File: config.mk
export PLATFORM = sky130hd
export DESIGN_NAME = lee_dp
export DESIGN_NICKNAME = d
export VERILOG_FILES = /design/src/lee_pkg.sv /design/src/lee_dp.sv
export SDC_FILE = /design/constraint.sdc
export NUM_CORES = 2
export LEC_CHECK = 0
export BUFFER_PORTS_ARGS = -buffer_cell sky130_fd_sc_hd__clkbuf_2
export CORE_ASPECT_RATIO = 0.6
export CORE_UTILIZATION = 66
export CTS_CLUSTER_SIZE = 30
export DETAILED_ROUTE_END_ITERATION = 10
export PLACE_DENSITY_LB_ADDON = 0.15
export SYNTH_ARGS = -nofsm -noshare
export SYNTH_HDL_FRONTEND = slang
export SYNTH_SLANG_ARGS = --single-unit
File: constraint.sdc
create_clock -name clock -period 41.2 [get_ports clock]
set_clock_uncertainty 0.15 [all_clocks]
set_input_delay 12.36 -clock clock [delete_from_list [all_inputs] [get_ports clock]]
set_output_delay 12.36 -clock clock [all_outputs]
set_load 0.05 [all_outputs]
File: src/lee_pkg.sv
// Shared types and codes for the Lorenz Euler step block.
// Used by lee_csr, lee_ctrl, lee_dp and lorenz_euler_step.
package lee_pkg;

   localparam int AddrWidth = 5;

   localparam logic [2:0] REG_SIGMA = 3'd0;
   localparam logic [2:0] REG_RHO   = 3'd1;
   localparam logic [2:0] REG_BETA  = 3'd2;
   localparam logic [2:0] REG_DT    = 3'd3;
   localparam logic [2:0] REG_INITX = 3'd4;
   localparam logic [2:0] REG_INITY = 3'd5;
   localparam logic [2:0] REG_INITZ = 3'd6;

   localparam logic [3:0] MUL_VX = 4'd0;
   localparam logic [3:0] MUL_XR = 4'd1;
   localparam logic [3:0] MUL_XZ = 4'd2;
   localparam logic [3:0] MUL_XY = 4'd3;
   localparam logic [3:0] MUL_BZ = 4'd4;
   localparam logic [3:0] MUL_DX = 4'd5;
   localparam logic [3:0] MUL_DY = 4'd6;
   localparam logic [3:0] MUL_DZ = 4'd7;
   localparam logic [3:0] MUL_SX = 4'd8;
   localparam logic [3:0] MUL_SY = 4'd9;
   localparam logic [3:0] MUL_SZ = 4'd10;

   typedef struct packed {
      logic signed [31:0] sigma;
      logic signed [31:0] rho;
      logic signed [31:0] beta;
      logic [15:0]        dt;
      logic signed [31:0] init_x;
      logic signed [31:0] init_y;
      logic signed [31:0] init_z;
   } cfg_type;

   typedef struct packed {
      logic       capture;
      logic [3:0] mul_sel;
      logic       use_en;
      logic [3:0] use_sel;
      logic       sqrt_init;
      logic       sqrt_step;
      logic       out_load;
   } cmd_type;

   typedef struct packed {
      logic out_busy;
   } sts_type;

endpackage

File: src/lee_dp.sv
// Datapath of the Lorenz Euler step block: state, shared multiplier,
// bit-serial square root and output register. Depends on lee_pkg.
module lee_dp #(
   parameter int FRAC_BITS = 16
) (
   input  logic              clock,
   input  logic              reset,
   input  lee_pkg::cfg_type  cfg,
   input  lee_pkg::cmd_type  cmd,
   output lee_pkg::sts_type  sts,
   input  logic [95:0]       req_tdata,
   input  logic              req_tuser,
   output logic              rsp_tvalid,
   input  logic              rsp_tready,
   output logic [127:0]      rsp_tdata
);
   import lee_pkg::*;

   function automatic logic signed [31:0] sat32(input logic signed [65:0] v);
      if (v > 66'sd2147483647)       sat32 = 32'sh7fffffff;
      else if (v < -66'sd2147483648) sat32 = 32'sh80000000;
      else                           sat32 = v[31:0];
   endfunction

   function automatic logic signed [65:0] ext(input logic signed [31:0] v);
      ext = {{34{v[31]}}, v};
   endfunction

   logic signed [31:0] x_ff, y_ff, z_ff, ox_ff, oy_ff, oz_ff;
   logic signed [31:0] vx_ff, vy_ff, vz_ff, t1_ff, t3_ff;
   logic signed [65:0] prod_ff;
   logic [63:0]        acc_ff, rad_ff;
   logic [33:0]        rem_ff;
   logic [31:0]        root_ff;
   logic               rsp_valid_ff;
   logic [127:0]       rsp_data_ff;

   logic signed [32:0] opa, opb;
   logic signed [31:0] q, dyx;
   logic [35:0]        rem_try, trial;
   logic [30:0]        speed;

   assign q       = sat32(prod_ff >>> FRAC_BITS);
   assign dyx     = sat32(ext(y_ff) - ext(x_ff));
   assign rem_try = {rem_ff, rad_ff[63:62]};
   assign trial   = {2'b00, root_ff, 2'b01};
   assign speed   = root_ff[31] ? 31'h7fffffff : root_ff[30:0];

   always_comb begin
      case (cmd.mul_sel)
         MUL_VX:  begin opa = {cfg.sigma[31], cfg.sigma}; opb = {dyx[31], dyx}; end
         MUL_XR:  begin opa = {x_ff[31], x_ff}; opb = {cfg.rho[31], cfg.rho}; end
         MUL_XZ:  begin opa = {x_ff[31], x_ff}; opb = {z_ff[31], z_ff}; end
         MUL_XY:  begin opa = {x_ff[31], x_ff}; opb = {y_ff[31], y_ff}; end
         MUL_BZ:  begin opa = {cfg.beta[31], cfg.beta}; opb = {z_ff[31], z_ff}; end
         MUL_DX:  begin opa = {17'd0, cfg.dt}; opb = {vx_ff[31], vx_ff}; end
         MUL_DY:  begin opa = {17'd0, cfg.dt}; opb = {vy_ff[31], vy_ff}; end
         MUL_DZ:  begin opa = {17'd0, cfg.dt}; opb = {vz_ff[31], vz_ff}; end
         MUL_SX:  begin opa = {vx_ff[31], vx_ff}; opb = {vx_ff[31], vx_ff}; end
         MUL_SY:  begin opa = {vy_ff[31], vy_ff}; opb = {vy_ff[31], vy_ff}; end
         MUL_SZ:  begin opa = {vz_ff[31], vz_ff}; opb = {vz_ff[31], vz_ff}; end
         default: begin opa = '0; opb = '0; end
      endcase
   end

   always_ff @(posedge clock) begin
      prod_ff <= 66'(opa) * 66'(opb);
      if (cmd.capture) begin
         ox_ff  <= req_tdata[31:0];
         oy_ff  <= req_tdata[63:32];
         oz_ff  <= req_tdata[95:64];
         acc_ff <= '0;
      end
      if (cmd.use_en) begin
         case (cmd.use_sel)
            MUL_VX: vx_ff <= q;
            MUL_XR: t1_ff <= q;
            MUL_XZ: vy_ff <= sat32(ext(t1_ff) - ext(q) - ext(y_ff));
            MUL_XY: t3_ff <= q;
            MUL_BZ: vz_ff <= sat32(ext(t3_ff) - ext(q));
            MUL_SX, MUL_SY, MUL_SZ: acc_ff <= acc_ff + prod_ff[63:0];
            default: ;
         endcase
      end
      if (cmd.sqrt_init) begin
         rad_ff <= acc_ff;
      end else if (cmd.sqrt_step) begin
         rad_ff <= {rad_ff[61:0], 2'b00};
      end
      if (cmd.out_load) rsp_data_ff <= {1'b0, speed, z_ff, y_ff, x_ff};
   end

   always_ff @(posedge clock) begin
      if (reset) begin
         x_ff         <= '0;
         y_ff         <= '0;
         z_ff         <= '0;
         rem_ff       <= '0;
         root_ff      <= '0;
         rsp_valid_ff <= 1'b0;
      end else begin
         if (cmd.capture && req_tuser) begin
            x_ff    <= cfg.init_x;
            y_ff    <= cfg.init_y;
            z_ff    <= cfg.init_z;
            root_ff <= '0;
         end
         if (cmd.use_en) begin
            case (cmd.use_sel)
               MUL_DX: x_ff <= sat32(ext(x_ff) + ext(q) + ext(ox_ff));
               MUL_DY: y_ff <= sat32(ext(y_ff) + ext(q) + ext(oy_ff));
               MUL_DZ: z_ff <= sat32(ext(z_ff) + ext(q) + ext(oz_ff));
               default: ;
            endcase
         end
         if (cmd.sqrt_init) begin
            rem_ff  <= '0;
            root_ff <= '0;
         end else if (cmd.sqrt_step) begin
            if (rem_try >= trial) begin
               rem_ff  <= 34'(rem_try - trial);
               root_ff <= {root_ff[30:0], 1'b1};
            end else begin
               rem_ff  <= rem_try[33:0];
               root_ff <= {root_ff[30:0], 1'b0};
            end
         end
         if (cmd.out_load)          rsp_valid_ff <= 1'b1;
         else if (rsp_tready)       rsp_valid_ff <= 1'b0;
      end
   end

   assign sts.out_busy = rsp_valid_ff & ~rsp_tready;
   assign rsp_tvalid   = rsp_valid_ff;
   assign rsp_tdata    = rsp_data_ff;

endmodule

==> run_summary.xml <==
<?xml version="1.0" encoding="UTF-8"?>
<metrics>
  <group name="critical_path">
    <metric name="timing.critical_path.to_type" unit="">output port</metric>
    <metric name="worstPathRequired" unit="ps">28690</metric>
    <metric name="rr_worst_depth" unit="">36</metric>
    <metric name="regToRegStartpoint" unit="">y_ff[1]$_SDFF_PP0_</metric>
    <metric name="rrSetupSlack" unit="ps">25720</metric>
    <metric name="startpoint_type" unit="">input port</metric>
    <metric name="worst-endpoint-arrival" unit="ps">12940</metric>
    <metric name="crit_fanout" unit="">2</metric>
    <metric name="regToRegEndpoint" unit="">prod_ff[64]$_DFF_P_</metric>
    <metric name="critPathKind" unit="">input port to output port</metric>
  </group>
  <group name="placement">
    <metric name="placement.io_buffers" unit="">449</metric>
    <metric name="hpwl" unit="um">257000</metric>
    <metric name="gp_congestion" unit="">1.12</metric>
  </group>
  <group name="outcome">
    <metric name="outcome" unit="">finished with violations</metric>
    <metric name="failed_checks" unit="">max-capacitance violations, max-slew violations</metric>
  </group>
  <group name="global_route">
    <metric name="overflow" unit="">0</metric>
    <metric name="vias_in_the_first_global_route" unit="">71617</metric>
    <metric name="grt_start_max_net_pins" unit="">114</metric>
    <metric name="track_usage" unit="%">50.3</metric>
    <metric name="grt_first_pass_wirelength" unit="um">467000</metric>
    <metric name="grt_antenna_before_repair" unit="">37</metric>
  </group>
  <group name="clock_network">
    <metric name="post_cts_buffers" unit="">0</metric>
    <metric name="tritoncts" unit="">done</metric>
    <metric name="cts.root.buffer_cell" unit="">clkbuf_16</metric>
    <metric name="tritoncts_num_sinks" unit="">740</metric>
    <metric name="cts-buffers-inserted" unit="">77</metric>
    <metric name="cts.htree.levels" unit="">3</metric>
    <metric name="cts_hold_buffers" unit="">0</metric>
    <metric name="insertion_delay" unit="ps">730</metric>
    <metric name="clk_pin_slew" unit="ps">70</metric>
    <metric name="clockBufferDepth" unit="">3</metric>
    <metric name="cts_resized" unit="">0</metric>
  </group>
  <group name="sta">
    <metric name="final_min_period_over_clock_period" unit="%">61.8</metric>
    <metric name="tns" unit="ps">0</metric>
    <metric name="layout_min_cycle_time" unit="ps">25450</metric>
    <metric name="achievable-frequency" unit="GHz">0.0393</metric>
    <metric name="report.final.setup_viol" unit="">0</metric>
    <metric name="max-slew-margin-rel" unit="%">-4.46</metric>
    <metric name="worst_pin_slew" unit="ps">1520</metric>
    <metric name="report.final.hold_viol_count" unit="">0</metric>
    <metric name="rsz0062_at_grt" unit="">false</metric>
    <metric name="timing_max_transition_violations_final" unit="">3</metric>
  </group>
  <group name="synth">
    <metric name="synthDistinctLibCells" unit="">102</metric>
    <metric name="synthArstFlopShare" unit="%">0</metric>
    <metric name="postSynthNetCount" unit="">10994</metric>
    <metric name="netlist_area" unit="sq um">83900</metric>
    <metric name="yosysWarnings" unit="">0</metric>
    <metric name="number_of_flops_mapped_to_enable_cells_by_yosys" unit="">447</metric>
    <metric name="synth.avg_cell_area" unit="sq um">9.42</metric>
    <metric name="ys_seq_area_share" unit="%">23.0</metric>
    <metric name="netlist_instances" unit="">8908</metric>
    <metric name="register_bit_count_reported_by_yosys" unit="">740</metric>
    <metric name="dominantRegCellSynth" unit="">edfxtp_1</metric>
  </group>
  <group name="detailed_routing">
    <metric name="detailed_route_iter0_violations" unit="">11012</metric>
    <metric name="routed_wire_length" unit="um">321000</metric>
    <metric name="vias_per_cell" unit="">6.55</metric>
    <metric name="first_pass_iters" unit="">10</metric>
    <metric name="routedWlPerCell" unit="um">29.3</metric>
    <metric name="drc" unit="">0</metric>
    <metric name="detailroute.via_count" unit="">71822</metric>
    <metric name="antenna_left" unit="">0</metric>
  </group>
  <group name="die">
    <metric name="ios" unit="">451</metric>
    <metric name="std_cell_rows" unit="">100</metric>
    <metric name="start_util" unit="%">67.1</metric>
    <metric name="die_h" unit="um">278</metric>
    <metric name="die-width" unit="um">462</metric>
    <metric name="core_area" unit="sq um">125000</metric>
    <metric name="floorplan.die_area" unit="sq um">129000</metric>
  </group>
  <group name="min_path">
    <metric name="holdPathStages" unit="">0</metric>
    <metric name="hold_class" unit="">flip-flop to flip-flop</metric>
    <metric name="hold_path_end" unit="">rsp_tdata[9]$_DFFE_PP_</metric>
    <metric name="hold_start" unit="">x_ff[9]$_SDFF_PP0_</metric>
  </group>
  <group name="final_layout">
    <metric name="areaGrowthSynthToFinish" unit="%">8.38</metric>
    <metric name="post_route_cells_drive_above_1_share" unit="%">10.1</metric>
    <metric name="design.final.nets" unit="">11276</metric>
  </group>
  <group name="run">
    <metric name="cap_violations" unit="">1</metric>
  </group>
</metrics>
-- cells in the mapped netlist, types with 74 or more instances --
cell type | n | share of area [%]
inv_1 | 1713 | 7.7
fa_1 | 1257 | 30
nand2_1 | 915 | 4.1
nor2_1 | 698 | 3.1
ha_1 | 508 | 7.6
edfxtp_1 | 447 | 16
a21oi_1 | 419 | 2.5
dfxtp_1 | 293 | 7.0
clkbuf_1 | 277 | 1.2
o21ai_0 | 277 | 1.7
xnor2_1 | 202 | 2.1
a21o_1 | 197 | 1.8
nand3_1 | 174 | 1.0
xor2_1 | 113 | 1.2
a211oi_1 | 108 | 0.97
nand2b_1 | 88 | 0.66
mux2i_1 | 86 | 1.0
nor3_1 | 83 | 0.50
a22oi_1 | 74 | 0.66
buf_2 | 74 | 0.44
-- worst max-delay path by stage --
stage	startpoint	to	slack, ps	cells after the start
2_1_floorplan	rsp_tready	sts	15610	1
3_3_place_gp	rsp_tready	sts	15740	3
3_5_place_dp	rsp_tready	sts	15770	3
4_1_cts	rsp_tready	sts	15770	3
5_1_grt	rsp_tready	sts	15710	3
6_report	rsp_tready	sts	15750	3
-- worst max-delay path, stage by stage --
cell and delay [ps]:
clkbuf_2 90, nor2b_1 170, clkbuf_2 320
-- cells by family (layout without fill, tap and decap cells) --
logic type | after synthesis | count (layout) | share of synthesized area (%)
adder cells (fa/ha/maj) | 1772 | 1772 | 37.7
multiplexers | 150 | 150 | 1.89
XOR/XNOR | 316 | 316 | 3.31
other | 1 | 35 | 0.00447
AND/OR/NAND/NOR | 2241 | 2241 | 11.6
AO/OA/AOI/OAI | 1572 | 1572 | 12.8
buffers and inverters | 2116 | 2461 | 9.68
flip-flops | 740 | 740 | 23.0
-- stage by stage --
step / utilization [%] / setup WS (ps) / std cells / hold slack [ps] / cell area [sq um]
floorplan: - / 15610 / 8908 / 279 / 83900
global placement: 70.4 / 15740 / 10793 / 298 / 88000
detailed placement: 70.4 / 15770 / 10793 / 292 / 88000
CTS: 72.7 / 15770 / 10935 / 308 / 90800
global route: 72.7 / 15710 / 10945 / 325 / 90900
finish: 72.7 / 15750 / 10970 / 313 / 90900
-- placed cells by master, fill, tap and decap left out, types with 45 or more instances in the layout --
cell	count
nand2b_1	88
nor3_1	78
nand2_1	915
mux2_2	64
xnor2_1	201
mux2i_1	86
dfxtp_1	293
a221oi_1	67
a22oi_1	74
inv_1	1713
fa_1	1257
o21bai_1	55
and2_1	50
a211oi_1	105
xor2_1	113
o21ai_0	276
nor2b_1	45
nor2_1	687
nand3_1	168
edfxtp_1	447
clkbuf_2	444
a21o_1	196
clkbuf_16	80
buf_4	158
a21oi_1	418
ha_1	508
-- layout make-up --
class | count | area [sq um]
antenna | 34 | 85.1
clock buffer | 95 | 2160
clock inverter | 47 | 621
fill | 8743 | 34100
inverter | 1714 | 6430
multi-input combinational | 6052 | 56800
sequential | 740 | 19300
tap | 1683 | 2110
timing repair buffer | 605 | 3430
-- registers in the layout, summed over array words and instances, names as in the netlist, 34 cells and up --
name	cells
rem_ff	34
rad_ff	64
rsp_tdata	127
prod_ff	66
acc_ff	64
-- routing by layer --
layer | track usage, % | vias to the layer above | share of wire (%)
met5 | 1.01 | - | 0.14
met4 | 21.7 | 20 | 5.3
met3 | 27.6 | 1161 | 19
met2 | 65.7 | 6009 | 38
met1 | 68.2 | 35158 | 37
li1 | - | 29474 | -
Power is not shown: default switching activity piles up to over one toggle a cycle in this logic, so the estimate is an artifact.
