[src/lee_pkg.sv]
// Shared types and codes for the Lorenz Euler step block.
// Used by lee_csr, lee_ctrl, lee_dp and lorenz_euler_step.
package lee_pkg;

   localparam int AddrWidth = 5;

   localparam logic [2:0] REG_SIGMA = 3'd0;
   localparam logic [2:0] REG_RHO   = 3'd1;
   localparam logic [2:0] REG_BETA  = 3'd2;
   localparam logic [2:0] REG_DT    = 3'd3;
   localparam logic [2:0] REG_INITX = 3'd4;
   localparam logic [2:0] REG_INITY = 3'd5;
   localparam logic [2:0] REG_INITZ = 3'd6;

   localparam logic [3:0] MUL_VX = 4'd0;
   localparam logic [3:0] MUL_XR = 4'd1;
   localparam logic [3:0] MUL_XZ = 4'd2;
   localparam logic [3:0] MUL_XY = 4'd3;
   localparam logic [3:0] MUL_BZ = 4'd4;
   localparam logic [3:0] MUL_DX = 4'd5;
   localparam logic [3:0] MUL_DY = 4'd6;
   localparam logic [3:0] MUL_DZ = 4'd7;
   localparam logic [3:0] MUL_SX = 4'd8;
   localparam logic [3:0] MUL_SY = 4'd9;
   localparam logic [3:0] MUL_SZ = 4'd10;

   typedef struct packed {
      logic signed [31:0] sigma;
      logic signed [31:0] rho;
      logic signed [31:0] beta;
      logic [15:0]        dt;
      logic signed [31:0] init_x;
      logic signed [31:0] init_y;
      logic signed [31:0] init_z;
   } cfg_type;

   typedef struct packed {
      logic       capture;
      logic [3:0] mul_sel;
      logic       use_en;
      logic [3:0] use_sel;
      logic       sqrt_init;
      logic       sqrt_step;
      logic       out_load;
   } cmd_type;

   typedef struct packed {
      logic out_busy;
   } sts_type;

endpackage

[src/lee_ctrl.sv]
// Sequencer of the Lorenz Euler step block: multiply schedule, square root, output.
// Depends on lee_pkg.
module lee_ctrl (
   input  logic              clock,
   input  logic              reset,
   input  logic              req_tvalid,
   output logic              req_tready,
   input  logic              req_tuser,
   input  lee_pkg::sts_type  sts,
   output lee_pkg::cmd_type  cmd
);
   import lee_pkg::*;

   localparam logic [1:0] ST_IDLE = 2'd0;
   localparam logic [1:0] ST_MUL  = 2'd1;
   localparam logic [1:0] ST_SQRT = 2'd2;
   localparam logic [1:0] ST_DONE = 2'd3;

   logic [1:0] state_ff, state_in;
   logic [5:0] cnt_ff, cnt_in;

   assign req_tready = (state_ff == ST_IDLE);

   always_comb begin
      state_in      = state_ff;
      cnt_in        = cnt_ff;
      cmd           = '0;
      cmd.mul_sel   = cnt_ff[3:0];
      cmd.use_sel   = cnt_ff[3:0] - 4'd1;
      case (state_ff)
         ST_IDLE: begin
            cnt_in = '0;
            if (req_tvalid) begin
               cmd.capture = 1'b1;
               state_in    = req_tuser ? ST_DONE : ST_MUL;
            end
         end
         ST_MUL: begin
            cmd.use_en = (cnt_ff != 6'd0);
            cnt_in     = cnt_ff + 6'd1;
            if (cnt_ff == 6'd11) begin
               cnt_in   = '0;
               state_in = ST_SQRT;
            end
         end
         ST_SQRT: begin
            cmd.sqrt_init = (cnt_ff == 6'd0);
            cmd.sqrt_step = (cnt_ff != 6'd0);
            cnt_in        = cnt_ff + 6'd1;
            if (cnt_ff == 6'd32) state_in = ST_DONE;
         end
         ST_DONE: begin
            if (!sts.out_busy) begin
               cmd.out_load = 1'b1;
               state_in     = ST_IDLE;
            end
         end
         default: state_in = ST_IDLE;
      endcase
   end

   always_ff @(posedge clock) begin
      if (reset) begin
         state_ff <= ST_IDLE;
         cnt_ff   <= '0;
      end else begin
         state_ff <= state_in;
         cnt_ff   <= cnt_in;
      end
   end

endmodule

[config.mk]
export PLATFORM = sky130hd
export DESIGN_NAME = lee_ctrl
export DESIGN_NICKNAME = d
export VERILOG_FILES = /design/src/lee_pkg.sv /design/src/lee_ctrl.sv
export SDC_FILE = /design/constraint.sdc
export NUM_CORES = 1
export LEC_CHECK = 0
export ABC_CLOCK_PERIOD_IN_PS = 1700
export BUFFER_PORTS_ARGS = -buffer_cell sky130_fd_sc_hd__buf_4
export CAP_MARGIN = 0
export CORE_MARGIN = 3
export CORE_UTILIZATION = 49
export CTS_CLUSTER_SIZE = 24
export DETAILED_ROUTE_END_ITERATION = 10
export GPL_TIMING_DRIVEN = 0
export PLACE_DENSITY = 0.83
export SLEW_MARGIN = 20
export SYNTH_ARGS = -nofsm -noshare
export SYNTH_HDL_FRONTEND = slang
export SYNTH_SLANG_ARGS = --single-unit
[constraint.sdc]
create_clock -name clock -period 1.7 [get_ports clock]
set_input_delay 0.085 -clock clock [delete_from_list [all_inputs] [get_ports clock]]
set_output_delay 0.085 -clock clock [all_outputs]
set_load 0.05 [all_outputs]
==> Implementation_results.wiki, run 1 <==
{| class="wikitable"
! Metric !! Value
|-
| Vertical extent of the die || 42.89 um
|-
| Total global routing track utilization || 0.1806
|-
| Total design power || 0.001185 W
|-
| Cell Rows || 12
|-
| Avg Cell Area, Syn || 8.892 um^2
|-
| Slowest cell on the critical path || sky130_fd_sc_hd__dfxtp_1
|-
| First drt pass iteration count || 4
|-
| Class of the tightest hold or removal check || primary input to register
|-
| Cell breakdown of the critical path || inv_1 -> ha_1 -> nor2b_1 -> a21oi_1 -> buf_4
|-
| Iteration-0 DRC Markers || 6
|-
| Critical path start-end classification || register to primary output
|-
| Layout Skew || between 2 and 3 ps
|-
| Wire length of the first global-routing pass || 2463 um
|-
| Number of antenna violations at the first check in global routing || 0
|-
| Cells after synthesis || between 70 and 80
|-
| Hold path depth || 2
|-
| Met2 track demand over resource || 0.3174
|-
| Maximum fanout count along the critical path || 6
|-
| Worst setup path startpoint || cnt_ff[1]
|-
| Count of different cell masters after synthesis || 29
|-
| Buffers plus inverters on the worst setup path || 2
|-
| Total half-perimeter wirelength after legalization and detailed placement || roughly 1200 um
|-
| Library cell occupying the most area in the post-synthesis netlist || sky130_fd_sc_hd__dfxtp_1
|-
| Final estimated routing congestion in global placement || 0.7533
|-
| Number of warning messages in the yosys log || 0
|-
| Port bufs || 17
|-
| Clock transition at the registers of the reported paths || around 50 ps
|-
| Slew of the pin with the lowest slew margin || 239.2 ps
|-
| Part of the Yosys area used for sequential elements || 0.2402
|-
| Overflow after GRT || 0
|-
| CP Data Arrival Time || 1490 ps
|-
| Start point of the worst hold path || reset
|-
| Clock buffers created by TritonCTS || 3
|-
| WL per Instance || about 13 um
|-
| Area added between synthesis and finish || 26.45%
|-
| Leakage || 0.3845 nW
|-
| Delay of the slowest cell on the worst path || 430 ps
|-
| Mapped Area || 666.9 um^2
|-
| Fill cells || 110
|-
| Antenna cells || 0
|-
| Final number of hold-violating endpoints || 0
|-
| Family with the most delay on the worst path || flip-flops
|-
| Slack of the worst reg-to-reg path || 140 ps
|-
| Die outline area || ~0.0018 mm^2
|-
| Flops & latches, synth || 8
|-
| Critical path required time || between 1500 and 2000 ps
|-
| Post-CTS repair timing setup buffer count || 0
|-
| Area share of the largest cell type after synthesis || 0.2402
|-
| Area of the core region || 0.001186 mm^2
|-
| GR Util met3 || 0.07203
|-
| Root buffer cell || sky130_fd_sc_hd__clkbuf_4
|-
| Min cycle time layout || 1578 ps
|-
| Clock Path Buffers || 2
|-
| Clock tree from TritonCTS || done
|-
| DRC || 0
|-
| Die Width || 42.89 um
|-
| Total wire length after detailed routing || 1468 um
|-
| Number of cells traversed by the worst register-to-register path || 6
|-
| Period Utilization, post-route || 0.9283
|-
| Tightest slew margin relative to the limit || 0.8400
|-
| Post-Synthesis Net Count || 88
|-
| Maximum number of pins on one net before global-route repair || 11
|-
| # H-tree levels || 1
|-
| RSZ-0062 raised after global routing || no
|-
| Startpoint types || register
|-
| Count of antenna-violating nets left after detailed routing || 0
|-
| Dominant cells by area after synthesis || sky130_fd_sc_hd__dfxtp_1 (24%), sky130_fd_sc_hd__ha_1 (15%), sky130_fd_sc_hd__buf_4 (5.6%), sky130_fd_sc_hd__a21oi_1 (4.5%), sky130_fd_sc_hd__inv_1 (4.5%)
|-
| Final Max Tran Viols || 0
|-
| Layer with the highest usage after global routing || met2
|-
| Starting utilization of the core area || 0.5622
|-
| I/O pin count || 19
|-
| NumNets Final || 110
|-
| Fraction of final layout cells sized beyond drive strength 1 || 0.3895
|-
| Routed vias || 586
|-
| Global-route track usage on met1 || 0.1867
|-
| Cell Pwr Density || roughly 1400 mW/mm^2
|-
| Worst path depth || 5
|-
| Crit end category || primary output
|-
| Beginning of the worst register-to-register path || cnt_ff[1]
|-
| Detailed-route vias per instance || 5.376
|-
| Total placed instance area || 819.5 um^2
|-
| Via count of the first global-routing pass || about 590
|-
| Run status || completed
|-
| Worst vdd rail ir drop || 0.9069 mV
|-
| Maximum clock frequency || 0.6337 GHz
|-
| Max-capacitance violation count || 0
|-
| Later-pin clock latency in the skew report || roughly 250 ps
|-
| Final Setup Violations || 0
|-
| Clk sink count || 8
|-
| Post-Layout Inst Area || about 840 um^2
|}
==> repair_timing <==
| action | in CTS | in global routing |
|---|---|---|
| resized for setup | 0 | 1 |
| hold buffers | 0 | 0 |
| endpoints found under the setup margin | 0 | 4 |
==> cell usage after synthesis <==
cell type                  instances
sky130_fd_sc_hd__and4b_1           2
sky130_fd_sc_hd__nor3_1            4
sky130_fd_sc_hd__and3_1            1
sky130_fd_sc_hd__nor2b_1           3
sky130_fd_sc_hd__a41oi_2           1
sky130_fd_sc_hd__nand2_1           3
sky130_fd_sc_hd__ha_1              8
sky130_fd_sc_hd__nand3_2           1
sky130_fd_sc_hd__nand3b_1          1
sky130_fd_sc_hd__and2_1            1
sky130_fd_sc_hd__a41o_1            1
sky130_fd_sc_hd__nor2_2            1
sky130_fd_sc_hd__a22oi_2           1
sky130_fd_sc_hd__o21ai_0           1
sky130_fd_sc_hd__a21oi_1           6
sky130_fd_sc_hd__clkbuf_2          1
sky130_fd_sc_hd__mux2i_1           1
sky130_fd_sc_hd__nor3_2            1
sky130_fd_sc_hd__buf_6             2
sky130_fd_sc_hd__a31o_2            1
sky130_fd_sc_hd__xor2_1            3
sky130_fd_sc_hd__inv_1             8
sky130_fd_sc_hd__nand3_1           1
sky130_fd_sc_hd__a31o_1            2
sky130_fd_sc_hd__xnor2_1           3
sky130_fd_sc_hd__dfxtp_1           8
sky130_fd_sc_hd__nor3_4            1
sky130_fd_sc_hd__nor2_1            3
sky130_fd_sc_hd__buf_4             5
==> cell families (layout without fill, tap and decap cells) <==
logic type                 count (synthesis)  count (layout)  synth area share
AOI/OAI and AO/OA                         13              13            0.1501
xor gates and xnor gates                   6               6           0.07881
adders and majority gates                  8               8            0.1501
buffers and inverters                     16              36            0.1426
DFF                                        8               8            0.2401
muxes                                      1               1           0.01501
and+or+nand+nor                           23              23            0.2233
==> layout make-up <==
class	instances	area [um^2]	area share
Buffer	8	65.06	0.07715
Tap cell	14	17.52	0.02077
Inverter	8	30.03	0.03561
Sequential cell	8	161.4	0.1914
Clock buffer	3	22.52	0.02671
Multi-Input combinational cell	51	419.2	0.4970
Timing Repair Buffer	17	127.6	0.1513
==> path summary, 6_finish.rpt <==
check | end
hold / removal | cnt_ff[1]
setup reg to reg | state_ff[1]
hold reg to reg | cnt_ff[0]
setup / recovery | cmd[7]
==> flip-flops by register name, indices dropped and copies added, names as in the netlist <==
| name | cells |
|---|---|
| cnt_ff | 6 |
| state_ff | 2 |
==> where the power goes <==
group          internal (W)  total [W]  switching (W)
registers          0.000216   0.000249      0.0000325
clock network     0.0000806   0.000142      0.0000613
logic              0.000269   0.000794       0.000524
==> cell usage in the layout, fill, tap and decap left out, drive strengths merged <==
master  netlist  routed
mux2i         1       1
a22oi         1       1
nor2b         3       3
buf           7      24
nand3b        1       1
and3          1       1
nand2         3       3
o21ai         1       1
clkbuf        1       4
ha            8       8
nor3          6       6
and4b         2       2
dfxtp         8       8
xor2          3       3
and2          1       1
a41o          1       1
a21oi         6       6
inv           8       8
xnor2         3       3
a31o          3       3
a41oi         1       1
nand3         2       2
nor2          4       4
==> stage by stage <==
| step | hold WS [ps] | instances | util | setup TNS (ps) | worst slack [ps] |
|---|---|---|---|---|---|
| 2_1_floorplan | 336.0 | 75 | - | -492.7 | -246.3 |
| 3_3_place_gp | 386.0 | 106 | 0.6909 | 0 | 157.7 |
| 3_5_place_dp | 379.7 | 106 | 0.6909 | 0 | 68.06 |
| 4_1_cts | 112.7 | 109 | 0.7099 | 0 | 47.13 |
| 5_1_grt | 133.0 | 109 | 0.7110 | 0 | 0.8172 |
| 6_report | 116.8 | 109 | 0.7110 | 0 | 121.9 |
==> per-layer routing <==
metal / vias to the layer above / wire, um
met1: 269 / 570
met2: 22 / 776
met3: 4 / 92
li1: 291 / -
met4: 0 / 28
met5: - / 0
Power figures use the tool's default switching activity.
==> run 2: changes to the inputs <==
--- a/config.mk
+++ b/config.mk
@@ -13,7 +13,7 @@
 export CTS_CLUSTER_SIZE = 24
 export DETAILED_ROUTE_END_ITERATION = 10
 export GPL_TIMING_DRIVEN = 0
-export PLACE_DENSITY = 0.83
+export PLACE_DENSITY = 0.87
 export SLEW_MARGIN = 20
 export SYNTH_ARGS = -nofsm -noshare
 export SYNTH_HDL_FRONTEND = slang
==> Implementation_results.wiki, run 2 (synthesized netlist as in run 1, its figures left out) <==
{| class="wikitable"
! Metric !! Value
|-
| Total wire length after detailed routing || 1407 um (was 1468 um)
|-
| Total half-perimeter wirelength after legalization and detailed placement || 1097 um (was 1209 um)
|-
| Max-capacitance violation count || 0 (unchanged)
|-
| Area added between synthesis and finish || 26.83% (was 26.45%)
|-
| WHS || 105.8 ps (was 116.8 ps)
|-
| Min cycle time layout || 1602 ps (was 1578 ps)
|-
| Critical path required time || 1620 ps (about the same)
|-
| Starting utilization of the core area || 0.5622 (unchanged)
|-
| Clock buffers created by TritonCTS || 3 (unchanged)
|-
| Detailed-route vias per instance || 5.284 (was 5.376)
|-
| Top Registers || cnt_ff (6), state_ff (2) (unchanged)
|-
| Delay of the slowest cell on the worst path || 410 ps (was 430 ps)
|-
| Slack of the worst reg-to-reg path || 190 ps (was 140 ps)
|-
| Cell Rows || 12 (unchanged)
|-
| Buffers plus inverters on the worst setup path || 2 (unchanged)
|-
| Count of antenna-violating nets left after detailed routing || 0 (unchanged)
|-
| Die Width || 42.89 um (unchanged)
|-
| Count of hold buffers inserted by post-cts repair || 0 (unchanged)
|-
| NumNets Final || 110 (unchanged)
|-
| Clock transition at the registers of the reported paths || 60 ps (was 50 ps)
|-
| Clock tree from TritonCTS || done (unchanged)
|-
| Slowest cell on the critical path || sky130_fd_sc_hd__dfxtp_1 (unchanged)
|-
| Number of flip-flops in the largest register || 6 (unchanged)
|-
| Most common library cell in the layout ignoring fill and taps || sky130_fd_sc_hd__buf_4 (unchanged)
|-
| Fin Setup TNS || 0 ps (unchanged)
|-
| Commonest cells after routing, fill and taps aside || sky130_fd_sc_hd__buf_4 (22), sky130_fd_sc_hd__inv_1 (8), sky130_fd_sc_hd__ha_1 (8), sky130_fd_sc_hd__dfxtp_1 (7), sky130_fd_sc_hd__a21oi_1 (6) (unchanged)
|-
| Cell Pwr Density || 1405 mW/mm^2 (about the same)
|-
| Iteration-0 DRC Markers || 7 (was 6)
|-
| Maximum number of pins on one net before global-route repair || 11 (unchanged)
|-
| CP Data Arrival Time || 1520 ps (was 1490 ps)
|-
| Root buffer cell || sky130_fd_sc_hd__clkbuf_4 (unchanged)
|-
| Vertical extent of the die || 42.89 um (unchanged)
|-
| I/O pin count || 19 (unchanged)
|-
| Final estimated routing congestion in global placement || 0.7813 (was 0.7533)
|-
| Leakage || 0.3867 nW (was 0.3845 nW)
|-
| Number of cells upsized or downsized after cts || 0 (unchanged)
|-
| WL per Instance || 12.91 um (was 13.47 um)
|-
| Maximum fanout count along the critical path || 6 (unchanged)
|-
| Wire length of the first global-routing pass || 2352 um (was 2463 um)
|-
| Antenna cells || 0 (unchanged)
|-
| Tightest slew margin relative to the limit || 0.8449 (was 0.8400)
|-
| Critical path start-end classification || register to primary output (unchanged)
|-
| Maximum clock frequency || 0.6244 GHz (was 0.6337 GHz)
|-
| Worst vdd rail ir drop || 0.9133 mV (was 0.9069 mV)
|-
| Period Utilization, post-route || 0.9421 (was 0.9283)
|-
| Startpoint types || register (unchanged)
|-
| DRC || 0 (unchanged)
|-
| Family with the most delay on the worst path || flip-flops (unchanged)
|-
| Post-CTS repair timing setup buffer count || 0 (unchanged)
|-
| First drt pass iteration count || 4 (unchanged)
|-
| Via count of the first global-routing pass || 554 (was 588)
|-
| Number of antenna violations at the first check in global routing || 0 (unchanged)
|-
| Total global routing track utilization || 0.1688 (was 0.1806)
|-
| Class of the tightest hold or removal check || primary input to register (unchanged)
|-
| Final Setup Violations || 0 (unchanged)
|-
| Area of the core region || 0.001186 mm^2 (unchanged)
|-
| Run status || completed (unchanged)
|-
| Overflow after GRT || 0 (unchanged)
|-
| Later-pin clock latency in the skew report || 260 ps (was 250 ps)
|-
| Clk sink count || 8 (unchanged)
|-
| Slew of the pin with the lowest slew margin || 230.2 ps (was 239.2 ps)
|-
| RSZ-0062 raised after global routing || no (unchanged)
|-
| Final Max Tran Viols || 0 (unchanged)
|-
| Die outline area || 0.001840 mm^2 (unchanged)
|-
| Final number of hold-violating endpoints || 0 (unchanged)
|-
| Port bufs || 17 (unchanged)
|-
| Cell breakdown of the critical path || inv_1 -> ha_1 -> nor2b_2 -> a21oi_1 -> buf_4 (was inv_1 -> ha_1 -> nor2b_1 -> a21oi_1 -> buf_4)
|-
| Top reg by flops || cnt_ff (unchanged)
|-
| Routed vias || 576 (was 586)
|-
| # H-tree levels || 1 (unchanged)
|-
| Layout Skew || 6.734 ps (was 2.730 ps)
|-
| Crit end category || primary output (unchanged)
|-
| Clock Path Buffers || 2 (unchanged)
|-
| Fraction of final layout cells sized beyond drive strength 1 || 0.4000 (was 0.3895)
|}
## run 2: cell counts in the layout (fill, tap and decap cells not counted)
Identical to the previous run, type by type.
## run 2: final cells by class
cell class | count | area (um^2)
Multi-Input combinational cell | 51 | 421.7
Buffer | 8 | 65.06
Clock buffer | 3 | 22.52
Tap cell | 14 | 17.52
Fill cell | 98 | 340.3
Sequential cell | 8 | 161.4
Timing Repair Buffer | 17 | 127.6
Inverter | 8 | 30.03
## run 2: final timing paths
kind / startpoint / end / cells past startpoint
worst max-delay path: cnt_ff[1] / cmd[7] / 5
worst min-delay path: reset / cnt_ff[0] / 2
worst max register to register: cnt_ff[1] / state_ff[1] / 6
worst min register to register: cnt_ff[0] / cnt_ff[0] / 2
## run 2: metal layers
layer	global-route usage	share of wire
met5	0	0
met3	0.05932	0.069
met1	0.1853	0.41
met4	0.07453	0.0064
met2	0.2874	0.51
## run 2: where the power goes
group          internal [W]  switching, W  total, W
Clock             0.0000811     0.0000696  0.000151
Combinational      0.000270      0.000522  0.000791
Sequential         0.000216     0.0000297  0.000246
Total              0.000567      0.000621   0.00119
## run 2: per-stage QoR
step	setup slack, ps	instance area [um^2]	instances	util	total power (W)
global placement	176.8	819.5	106	0.6909	0.001012
CTS	2.828	842.1	109	0.7099	0.001193
finish	98.39	845.8	109	0.7131	0.001188
floorplan	-246.3	674.4	75	-	0.0008447
detailed placement	127.8	819.5	106	0.6909	0.001039
global route	3.563	845.8	109	0.7131	0.001270
