**config.mk**
```make
export PLATFORM = sky130hd
export DESIGN_NAME = lee_csr
export DESIGN_NICKNAME = d
export VERILOG_FILES = /design/src/lee_pkg.sv /design/src/lee_csr.sv
export SDC_FILE = /design/constraint.sdc
export NUM_CORES = 1
export LEC_CHECK = 0
export BUFFER_PORTS_ARGS = -buffer_cell sky130_fd_sc_hd__buf_4
export CAP_MARGIN = 25
export CORE_MARGIN = 2
export CORE_UTILIZATION = 23
export DETAILED_ROUTE_END_ITERATION = 10
export SLEW_MARGIN = 10
export SYNTH_ARGS = -nofsm -noshare
export SYNTH_HDL_FRONTEND = slang
export SYNTH_SLANG_ARGS = --single-unit
```
**constraint.sdc**
```tcl
create_clock -name clock -period 3.3 [get_ports clock]
set_input_delay 0.66 -clock clock [delete_from_list [all_inputs] [get_ports clock]]
set_output_delay 0.66 -clock clock [all_outputs]
set_load 0.01 [all_outputs]
```
**src/lee_pkg.sv**
```systemverilog
// Shared types and codes for the Lorenz Euler step block.
// Used by lee_csr, lee_ctrl, lee_dp and lorenz_euler_step.
package lee_pkg;

   localparam int AddrWidth = 5;

   localparam logic [2:0] REG_SIGMA = 3'd0;
   localparam logic [2:0] REG_RHO   = 3'd1;
   localparam logic [2:0] REG_BETA  = 3'd2;
   localparam logic [2:0] REG_DT    = 3'd3;
   localparam logic [2:0] REG_INITX = 3'd4;
   localparam logic [2:0] REG_INITY = 3'd5;
   localparam logic [2:0] REG_INITZ = 3'd6;

   localparam logic [3:0] MUL_VX = 4'd0;
   localparam logic [3:0] MUL_XR = 4'd1;
   localparam logic [3:0] MUL_XZ = 4'd2;
   localparam logic [3:0] MUL_XY = 4'd3;
   localparam logic [3:0] MUL_BZ = 4'd4;
   localparam logic [3:0] MUL_DX = 4'd5;
   localparam logic [3:0] MUL_DY = 4'd6;
   localparam logic [3:0] MUL_DZ = 4'd7;
   localparam logic [3:0] MUL_SX = 4'd8;
   localparam logic [3:0] MUL_SY = 4'd9;
   localparam logic [3:0] MUL_SZ = 4'd10;

   typedef struct packed {
      logic signed [31:0] sigma;
      logic signed [31:0] rho;
      logic signed [31:0] beta;
      logic [15:0]        dt;
      logic signed [31:0] init_x;
      logic signed [31:0] init_y;
      logic signed [31:0] init_z;
   } cfg_type;

   typedef struct packed {
      logic       capture;
      logic [3:0] mul_sel;
      logic       use_en;
      logic [3:0] use_sel;
      logic       sqrt_init;
      logic       sqrt_step;
      logic       out_load;
   } cmd_type;

   typedef struct packed {
      logic out_busy;
   } sts_type;

endpackage

```
**src/lee_csr.sv**
```systemverilog
// Configuration registers of the Lorenz Euler step block, APB-style access.
// Depends on lee_pkg.
module lee_csr (
   input  logic                          clock,
   input  logic                          reset,
   input  logic                          csr_psel,
   input  logic                          csr_penable,
   input  logic                          csr_pwrite,
   input  logic [lee_pkg::AddrWidth-1:0] csr_paddr,
   input  logic [31:0]                   csr_pwdata,
   output logic [31:0]                   csr_prdata,
   output logic                          csr_pready,
   output lee_pkg::cfg_type              cfg
);
   import lee_pkg::*;

   cfg_type    cfg_ff;
   logic [2:0] idx;
   logic       wr;

   assign csr_pready = 1'b1;
   assign idx        = csr_paddr[4:2];
   assign wr         = csr_psel & csr_penable & csr_pwrite & csr_pready;
   assign cfg        = cfg_ff;

   always_ff @(posedge clock) begin
      if (reset) begin
         cfg_ff.sigma  <= 32'sd655360;
         cfg_ff.rho    <= 32'sd1835008;
         cfg_ff.beta   <= 32'sd174763;
         cfg_ff.dt     <= 16'd655;
         cfg_ff.init_x <= 32'sd65536;
         cfg_ff.init_y <= '0;
         cfg_ff.init_z <= '0;
      end else if (wr) begin
         case (idx)
            REG_SIGMA: cfg_ff.sigma  <= csr_pwdata;
            REG_RHO:   cfg_ff.rho    <= csr_pwdata;
            REG_BETA:  cfg_ff.beta   <= csr_pwdata;
            REG_DT:    cfg_ff.dt     <= csr_pwdata[15:0];
            REG_INITX: cfg_ff.init_x <= csr_pwdata;
            REG_INITY: cfg_ff.init_y <= csr_pwdata;
            REG_INITZ: cfg_ff.init_z <= csr_pwdata;
            default: ;
         endcase
      end
   end

   always_comb begin
      case (idx)
         REG_SIGMA: csr_prdata = cfg_ff.sigma;
         REG_RHO:   csr_prdata = cfg_ff.rho;
         REG_BETA:  csr_prdata = cfg_ff.beta;
         REG_DT:    csr_prdata = {16'd0, cfg_ff.dt};
         REG_INITX: csr_prdata = cfg_ff.init_x;
         REG_INITY: csr_prdata = cfg_ff.init_y;
         REG_INITZ: csr_prdata = cfg_ff.init_z;
         default:   csr_prdata = '0;
      endcase
   end

endmodule

```
==> run summary, run 1 <==
Core Util, Final = 31.2%
Port Buffers = 279
Clock slew at reported path FFs = 0.06 ns
Placed insts = 1821
Async S/R FF share, synth = 0%
Non-filler cells, final = 1868
CTS tree = built
Share of layout cells above drive strength 1 = 30.6%
Post-synthesis simple-gate area fraction = 16.8%
Root Driver = clkbuf_16
Post-Syn Area = 9910 sq um
Synthesized Nets = 1103
Residual DRC count = 0
ANT cells = 0
Pwr Total = 5.95 mW
Setup bufs post-CTS = 0
Core area = 42800 sq um
Max FFs per register = 208
Setup crit start kind = primary input
Worst r2r dst = cfg[80]$_SDFFE_PP1P_
Fillers = 4496
Slew @ Worst Pin = 0.728 ns
Setup_tns = 0 ns
Synth Area in Adders = 0%
CP arrival = 2.27 ns
WL per Instance = 21.8 um
Flop2flop setup slack = 2.41 ns
Largest area contributor in the netlist = dfxtp_1
Reg-to-reg startpoint = cfg[80]$_SDFFE_PP1P_
Fin. Hold Viols = 0
Max Clk Rate = 0.341 GHz
Syn Area/Cell = 9.34 sq um
H-Tree Depth = 1
Die X = 212 um
Initial antenna violation count = 1
CTS buffer count = 26
Post-CTS sizing = 0
Critical path endpoint = csr_prdata[13]
Most common cell in the netlist = dfxtp_1
Nets = 1345
Vias in the first global route = 9047
Synth top area share = 42.0%
Top_reg_cell synth = dfxtp_1
Hold_buf cts = 0
Sequential-to-total area share from yosys stat = 42.0%
Synth top area cells = dfxtp_1 42%, mux2i_1 15%, nand2b_1 8.0%
Initial DRT Pass Iterations = 5
Worst-Skew Late Latency = 0.54 ns
Layout Skew = 0 ns
Die area = 44700 sq um
Crit end category = output port
Detailed placement HPWL = 28.1 mm
#FFs+latches synth = 208
GR Overflow Total = 0
R2R cell count = 2
PwrDens = 446 nW/um^2
DR iter-0 viols = 640
Hold Crit Class = primary input to flop
Cells after Synth = 1061
Critical Path RT = 2.64 ns
Static Leak = 5.60 nW
CP startpoint = csr_paddr[3]
Global Route Usage Sum = 17.5%
CP max FO = 34
Largest family of logic cells by synthesized area = multiplexers
Starting density of the core = 23.1%
Synth Area in Compound Gates = 16.5%
I/O pin cnt = 283
Slew Limit Fails = 0
Post-synth top cells = 208 x dfxtp_1, 148 x mux2i_1, 126 x nand2b_1
Routed WL = 40.8 mm
First-pass GRT wire length = 59.1 mm
Setup CP Type = primary input to output port
Pin count of the biggest net entering global routing = 102
Fin crit share = 88.8%
Synth warn = 0
Final hold slack = 0.389 ns
Worst slew margin = 51.5%
Max Root-Sink Buffers = 3
RSZ-0062 raised after global routing = no
GPL Wtd Cong = 0.824
FP Rows = 76
Mux share of post-synthesis cell area = 18.5%
Multi-input combinational cell area = 5170 sq um
Post-synth EDFFs = 0
Max-cap violations = 0
Die span in y = 212 um
Synth-to-Final Area Change = 34.7%
Post-route antenna net violation count = 0
Worst VDD drop = 0.000339 V
Setup violators final = 0
Via Count = 9307
Distinct cells, synth = 48
Xor-xnor portion of the synthesized cell area = 0%
Sink Count = 208
Status = finished clean
Via density = 4.98
Register area = 4160 sq um
Period minus WS final = 2.93 ns
worst max-delay path: stages:
cell and delay [ns]:
buf_4 0.20, and2b_4 0.69, buf_4 0.28, a32oi_1 0.11
o211ai_1 0.16, buf_4 0.16
cells by family (layout without fill, tap and decap cells):
| group | Yosys count | after routing |
|---|---|---|
| AO/OA/AOI/OAI | 272 | 272 |
| buffers and inverters | 108 | 369 |
| flip-flops | 208 | 208 |
| multiplexers | 178 | 178 |
| other | 1 | 1 |
| AND/OR/NAND/NOR | 294 | 294 |
routing by layer:
| layer | up-vias | track usage [%] | wire length, um |
|---|---|---|---|
| li1 | 4324 | - | - |
| met1 | 4516 | 22.4 | 17400 |
| met2 | 399 | 28.8 | 19000 |
| met3 | 66 | 4.45 | 3370 |
| met4 | 2 | 5.37 | 1030 |
| met5 | - | 0 | 12 |
cells in the final DEF (no fill, tap or decap), types with 2 or more instances in the layout:
cell type / count
buf_4: 314
dfxtp_1: 208
mux2i_1: 148
nand2b_1: 124
a21oi_1: 97
o21ai_0: 97
nand3_1: 95
nor2_1: 36
mux2_2: 27
clkbuf_16: 27
a32oi_1: 22
a221oi_1: 12
nand2_1: 11
o221ai_1: 10
a22oi_1: 10
o211ai_1: 10
clkbuf_1: 8
clkinv_2: 5
buf_12: 5
a221o_1: 4
clkbuf_8: 4
or3_1: 3
a22o_1: 3
nor2_4: 3
mux2_4: 3
a32o_1: 3
inv_1: 2
nor2b_1: 2
nand2b_2: 2
and3_1: 2
nor3_4: 2
nand2_4: 2
bufinv_16: 2
where the power goes:
part / leakage [nW] / switching (mW) / internal [mW]
Sequential: 1.68 / 0.0165 / 2.53
Combinational: 3.50 / 0.337 / 0.191
Clock: 0.423 / 1.14 / 1.74
Total: 5.60 / 1.49 / 4.46
final cells by class:
type | count | area share (%)
timing repair buffer | 320 | 18.5
tap | 546 | 5.12
clock inverter | 8 | 0.703
inverter | 2 | 0.0563
sequential | 208 | 31.2
multi-input combinational | 745 | 38.7
clock buffer | 39 | 5.70
worst min path at each step:
stage / from / endpoint / slack, ns / cells past startpoint
2_1_floorplan: cfg[161]$_SDFFE_PP0P_ / cfg[161]$_SDFFE_PP0P_ / 0.50 / 2
3_3_place_gp: cfg[169]$_SDFFE_PP0P_ / cfg[169]$_SDFFE_PP0P_ / 0.47 / 2
3_5_place_dp: cfg[187]$_SDFFE_PP0P_ / cfg[187]$_SDFFE_PP0P_ / 0.48 / 2
4_1_cts: csr_pwdata[16] / cfg[80]$_SDFFE_PP1P_ / 0.36 / 2
5_1_grt: csr_pwdata[31] / cfg[63]$_SDFFE_PP0P_ / 0.38 / 3
6_report: csr_pwdata[16] / cfg[80]$_SDFFE_PP1P_ / 0.39 / 2
metrics by stage:
step,area [sq um],setup slack (ns)
4_1_cts,13300,0.370
5_1_grt,13300,0.294
6_report,13300,0.368
3_5_place_dp,12500,0.374
2_1_floorplan,9910,0.988
3_3_place_gp,12500,0.365
Power figures use the tool's default switching activity.
==> inputs of run 2 (changes only) <==
Settings changed: ABC_AREA from default to 1.
==> run summary, run 2 <==
Status = finished clean
Flop2flop setup slack = 2.62 ns (+0.21 ns)
Cell count of the worst hold path = 3 (+1)
Post-route antenna net violation count = 0 (unchanged)
Setup violators final = 0 (unchanged)
Port Buffers = 279 (unchanged)
Synth top area share = 41.1% (-0.92 points)
RSZ-0062 raised after global routing = no
Hold Crit Class = primary input to flop
DR iter-0 viols = 995 (+55%)
Hold path endpoint = cfg[80]$_SDFFE_PP1P_
Max FFs per register = 208 (unchanged)
Syn Area/Cell = 6.26 sq um (-33%)
Crit end category = output port
Die X = 214 um (+1.1%)
Layout Skew = 0 ns (unchanged)
Placed Area = 12800 sq um (+2.2%)
Routed WL = 44.3 mm (+8.6%)
Initial DRT Pass Iterations = 5 (unchanged)
Synth top area cells = dfxtp_1 41%, nand2_1 18%, nor2_1 16%
Vias in the first global route = 9821 (+8.6%)
Max Root-Sink Buffers = 3 (unchanged)
Setup crit start kind = primary input
Reg-to-reg startpoint = cfg[73]$_SDFFE_PP0P_
Share of layout cells above drive strength 1 = 20.1% (-11 points)
HP Start = csr_pwdata[16]
CP arrival = 2.22 ns (-0.05 ns)
Initial antenna violation count = 2 (+1)
#FFs+latches synth = 208 (unchanged)
Clock slew at reported path FFs = 0.06 ns (about the same)
Post-synth EDFFs = 0 (unchanged)
GR Overflow Total = 0 (unchanged)
Sequential-to-total area share from yosys stat = 41.1% (-0.92 points)
Root Driver = clkbuf_16
Slew @ Worst Pin = 0.794 ns (+0.0668 ns)
Post-route cell area = 13700 sq um (+2.6%)
Top_reg_cell synth = dfxtp_1
Max Clk Rate = 0.347 GHz (+1.9%)
Setup CP Type = primary input to output port
First-pass GRT wire length = 64.1 mm (+8.4%)
I/O pin cnt = 283 (unchanged)
Async S/R FF share, synth = 0% (unchanged)
Setup_tns = 0 ns (unchanged)
Static Leak = 6.45 nW (+15%)
CTS buffer count = 26 (unchanged)
Worst slew margin = 47.0% (-4.5 points)
Setup bufs post-CTS = 0 (unchanged)
GPL Wtd Cong = 0.886 (+7.5%)
Core area = 43300 sq um (+1.1%)
Post-CTS sizing = 0 (unchanged)
Distinct cells, synth = 19 (-60%)
Residual DRC count = 0 (unchanged)
PwrDens = 454 nW/um^2 (+1.7%)
Die area = 45700 sq um (+2.2%)
Sink Count = 208 (unchanged)
Post-Syn Area = 10100 sq um (+2.2%)
Worst r2r dst = cfg[73]$_SDFFE_PP0P_
Max-cap violations = 0 (unchanged)
CTS tree = built
Cells after Synth = 1619 (+53%)
Die span in y = 214 um (+1.1%)
Commonest cells after routing, fill and taps aside = 485 x nand2_1, 439 x nor2_1, 298 x buf_4, 208 x dfxtp_1, 200 x nand3_1
Synth-to-Final Area Change = 35.1%
CP max FO = 37 (+8.8%)
Pin count of the biggest net entering global routing = 98 (-3.9%)
Hold_buf cts = 0 (unchanged)
Largest area contributor in the netlist = dfxtp_1
Starting density of the core = 23.4% (+0.26 points)
FP Rows = 76 (unchanged)
Global Route Usage Sum = 18.6% (+1.2 points)
Detailed placement HPWL = 31.4 mm (+12%)
Commonest non-fill, non-tap cell in the layout = nand2_1
Worst-Skew Late Latency = 0.53 ns (about the same)
Slew Limit Fails = 0 (unchanged)
Via density = 4.59 (-7.9%)
Post-synth top cells = 485 x nand2_1, 443 x nor2_1, 208 x dfxtp_1
R2R cell count = 2 (unchanged)
Nets = 1880 (+40%)
Most common cell in the netlist = nand2_1
Fillers = 4727 (+5.1%)
H-Tree Depth = 1 (unchanged)
Worst VDD drop = 0.000389 V (+15%)
Via Count = 11200 (+21%)
Fin. Hold Viols = 0 (unchanged)
Fin crit share = 87.2% (-1.6 points)
Synth warn = 0 (unchanged)
Period minus WS final = 2.88 ns (-0.0535 ns)
WL per Instance = 18.1 um (-17%)
Critical Path RT = 2.64 ns (about the same)
Synthesized Nets = 1661 (+51%)
run 2: cell types whose count changed after synthesis, sizes merged, moves of 13 or more:
cell,delta
nand2,+472
nor2,+413
mux2i,-148
nand2b,-126
mux2,-30
a21oi,-97
nand4,+81
buf,+24
inv,+67
nand3,+107
clkbuf,-13
a32oi,-22
o21ai,-96
run 2: power by group:
group          internal, mW  switching [mW]  total (mW)
clock                  1.86            1.18        3.04
sequential             2.54          0.0290        2.57
combinational         0.190           0.408       0.598
run 2: metal layers:
| layer | share of wire [%] | up-vias | GRT usage, % |
|---|---|---|---|
| met3 | 9.5 | 73 | 4.94 |
| met2 | 41 | 473 | 26.0 |
| met5 | 0 | - | 0 |
| met4 | 3.1 | 0 | 6.51 |
| met1 | 47 | 5158 | 27.3 |
| li1 | - | 5526 | - |
run 2: how the worst max path moves through the flow:
| stage | from | endpoint | slack [ns] | cells past startpoint |
|---|---|---|---|---|
| after floorplan | csr_paddr[4] | csr_prdata[24] | 1.09 | 7 |
| after global placement | csr_paddr[3] | csr_prdata[15] | 0.41 | 7 |
| after detailed placement | csr_paddr[3] | csr_prdata[15] | 0.41 | 7 |
| after CTS | csr_paddr[3] | csr_prdata[15] | 0.41 | 7 |
| after global routing | csr_paddr[3] | csr_prdata[15] | 0.29 | 7 |
| final | csr_paddr[3] | csr_prdata[15] | 0.42 | 7 |
run 2: final cells by class:
| class | count | area (sq um) | share of cell area (%) |
|---|---|---|---|
| well taps | 585 | 732 | 5.35 |
| flip-flops and latches | 208 | 4160 | 30.4 |
| clock inverters | 11 | 136 | 0.996 |
| diodes | 3 | 7.51 | 0.0548 |
| repair buffers | 308 | 2440 | 17.8 |
| clock buffers | 37 | 773 | 5.65 |
| inverters | 70 | 274 | 2.00 |
| multi-input cells | 1224 | 5160 | 37.7 |
run 2: cell families (layout without fill, tap and decap cells):
family / after synthesis / count (layout) / synth area share, %
AOI/OAI and AO/OA: 1 / 1 / 0.0494
DFF: 208 / 208 / 41.1
other: 1 / 4 / 0.0370
buffers and inverters: 187 / 426 / 8.15
and+or+nand+nor: 1222 / 1222 / 50.6
run 2: worst max-delay path, cell delays in order:
cell	delay [ns]
buf_4	0.19
clkinv_4	0.30
nand3_4	0.39
nor2_1	0.07
nor2_1	0.27
nand2_1	0.15
buf_4	0.17
run 2: through the flow:
| step | hold WS, ns | utilization [%] | total power, mW | setup WS, ns | cells |
|---|---|---|---|---|---|
| global route | 0.332 | 31.6 | 6.42 | 0.285 | 2445 |
| finish | 0.341 | 31.6 | 6.21 | 0.421 | 2446 |
| floorplan | 0.501 | - | 2.95 | 1.09 | 1619 |
| global placement | 0.471 | 29.5 | 3.22 | 0.406 | 2395 |
| CTS | 0.320 | 31.6 | 6.26 | 0.406 | 2443 |
| detailed placement | 0.477 | 29.5 | 3.22 | 0.412 | 2395 |
==> inputs of run 3 (changes only) <==
Settings changed: CORE_MARGIN 2 to 1, SKIP_LAST_GASP from default to 1.
==> run summary, run 3 (synthesis gave the netlist of run 2 again) <==
Non-filler cells, final = 2446 (unchanged)
Layout Skew = 0 ns (unchanged)
GPL Wtd Cong = 0.905 (+2.1%)
Final hold slack = 0.334 ns (-0.00678 ns)
Setup violators final = 0 (unchanged)
H-Tree Depth = 1 (unchanged)
Worst slew margin = 49.8% (+2.8 points)
Fin. Hold Viols = 0 (unchanged)
Fin crit share = 86.1% (-1.1 points)
Slowest-stage cell, CP = nand3_4
Clock slew at reported path FFs = 0.06 ns (about the same)
Status = finished clean
WL per Instance = 18.3 um (+1.1%)
HP Start = csr_pwdata[15]
Commonest cells after routing, fill and taps aside = 485 x nand2_1, 439 x nor2_1, 303 x buf_4, 208 x dfxtp_1, 200 x nand3_1
CP arrival = 2.18 ns (-0.04 ns)
Crit end category = output port
Die area = 44900 sq um (-1.9%)
Worst VDD drop = 0.000336 V (-14%)
First-pass GRT wire length = 65.0 mm (+1.4%)
Slowest stage delay, CP = 0.39 ns (about the same)
Post-CTS sizing = 0 (unchanged)
Slew Limit Fails = 0 (unchanged)
Max Clk Rate = 0.352 GHz (+1.3%)
CTS buffer count = 25 (-3.8%)
Detailed placement HPWL = 31.7 mm (+0.69%)
Hold Crit Class = primary input to flop
Sink Count = 208 (unchanged)
Slew @ Worst Pin = 0.751 ns (-0.0438 ns)
Setup crit start kind = primary input
Pin count of the biggest net entering global routing = 98 (unchanged)
Nets = 1884 (+0.21%)
CP max FO = 37 (unchanged)
Synth-to-Final Area Change = 34.8%
Port Buffers = 279 (unchanged)
Share of layout cells above drive strength 1 = 20.1% (about the same)
Via density = 4.58 (-0.28%)
Root Driver = clkbuf_16
Commonest non-fill, non-tap cell in the layout = nand2_1
Fillers = 4669 (-1.2%)
Hold_buf cts = 0 (unchanged)
Reg-to-reg startpoint = cfg[144]$_SDFFE_PP0P_
Worst slack, placed = 0.336 ns (-0.0764 ns)
CTS tree = built
Max-cap violations = 0 (unchanged)
Initial antenna violation count = 2 (unchanged)
Multi-input combinational cell area = 5160 sq um (unchanged)
RSZ-0062 raised after global routing = no
Via Count = 11200 (-0.28%)
Worst-Skew Late Latency = 0.54 ns (about the same)
Period minus WS final = 2.84 ns (-0.0360 ns)
Register area = 4160 sq um (unchanged)
Worst path cell trace = buf_4 -> clkinv_4 -> nand3_4 -> nor2_1 -> nor2_1 -> nand2_1 -> buf_4
Critical Path RT = 2.64 ns (about the same)
Post-route worst setup slack = 0.457 ns (+0.0360 ns)
Max FFs per register = 208 (unchanged)
Starting density of the core = 23.4% (unchanged)
Post-route antenna net violation count = 0 (unchanged)
Initial DRT Pass Iterations = 6 (+1)
CP startpoint = csr_paddr[3]
GR Overflow Total = 0 (unchanged)
Setup CP Type = primary input to output port
Static Leak = 6.43 nW (-0.31%)
I/O pin cnt = 283 (unchanged)
Residual DRC count = 0 (unchanged)
Setup bufs post-CTS = 0 (unchanged)
Core area = 43300 sq um (unchanged)
Routed WL = 44.8 mm (+1.1%)
Die X = 212 um (-0.94%)
Vias in the first global route = 9853 (+0.33%)
FP Rows = 76 (unchanged)
Max Root-Sink Buffers = 3 (unchanged)
DR iter-0 viols = 944 (-5.1%)
Placed insts = 2399 (+0.17%)
Die span in y = 212 um (-0.94%)
Global Route Usage Sum = 19.3% (+0.67 points)
PwrDens = 444 nW/um^2 (-2.1%)
Setup_tns = 0 ns (unchanged)
run 3: cell types whose count changed in the layout (fill, tap and decap cells not counted), sizes merged:
| cell | delta |
|---|---|
| clkbuf | -3 |
| clkinvlp | +1 |
| buf | +5 |
| clkinv | -4 |
| inv | +2 |
| diode | -1 |
run 3: per-stage QoR:
stage	power (mW)	utilization, %	cell area, sq um
floorplan	2.95	-	10100
global placement	3.22	29.6	12800
detailed placement	3.22	29.6	12800
CTS	6.11	31.5	13600
global route	6.28	31.6	13700
finish	6.07	31.6	13700
run 3: path summary, 6_finish.rpt:
path | slack, ns | end | cells after the start
worst max-delay path | 0.46 | csr_prdata[15] | 7
worst min-delay path | 0.33 | cfg[127]$_SDFFE_PP1P_ | 3
worst max register to register | 2.64 | cfg[144]$_SDFFE_PP0P_ | 2
worst min register to register | 0.49 | cfg[195]$_SDFFE_PP1P_ | 2
run 3: critical path, delay by kind of cell:
kind / cells / cell delay, ns
buf+inv: 3 / 0.64
simple gates: 4 / 0.86
run 3: layer usage:
layer / track usage [%] / share of wire [%] / routed length [um] / vias up
li1: - / - / - / 5532
met1: 28.2 / 46 / 20800 / 5123
met2: 27.3 / 42 / 18800 / 479
met3: 4.58 / 8.9 / 3980 / 65
met4: 6.50 / 2.8 / 1250 / 0
met5: 0 / 0 / 0 / -
run 3: area by class of cell:
class	instances	area share, %
diodes	2	0.0367
clock buffers	34	5.12
clock inverters	10	1.04
inverters	70	2.01
multi-input cells	1224	37.8
flip-flops and latches	208	30.5
well taps	585	5.36
repair buffers	313	18.1
run 3: report_power, final:
group	internal [mW]	leakage [nW]	switching, mW
logic	0.191	4.34	0.411
clock network	1.72	0.406	1.17
registers	2.54	1.68	0.0289
total	4.46	6.43	1.61
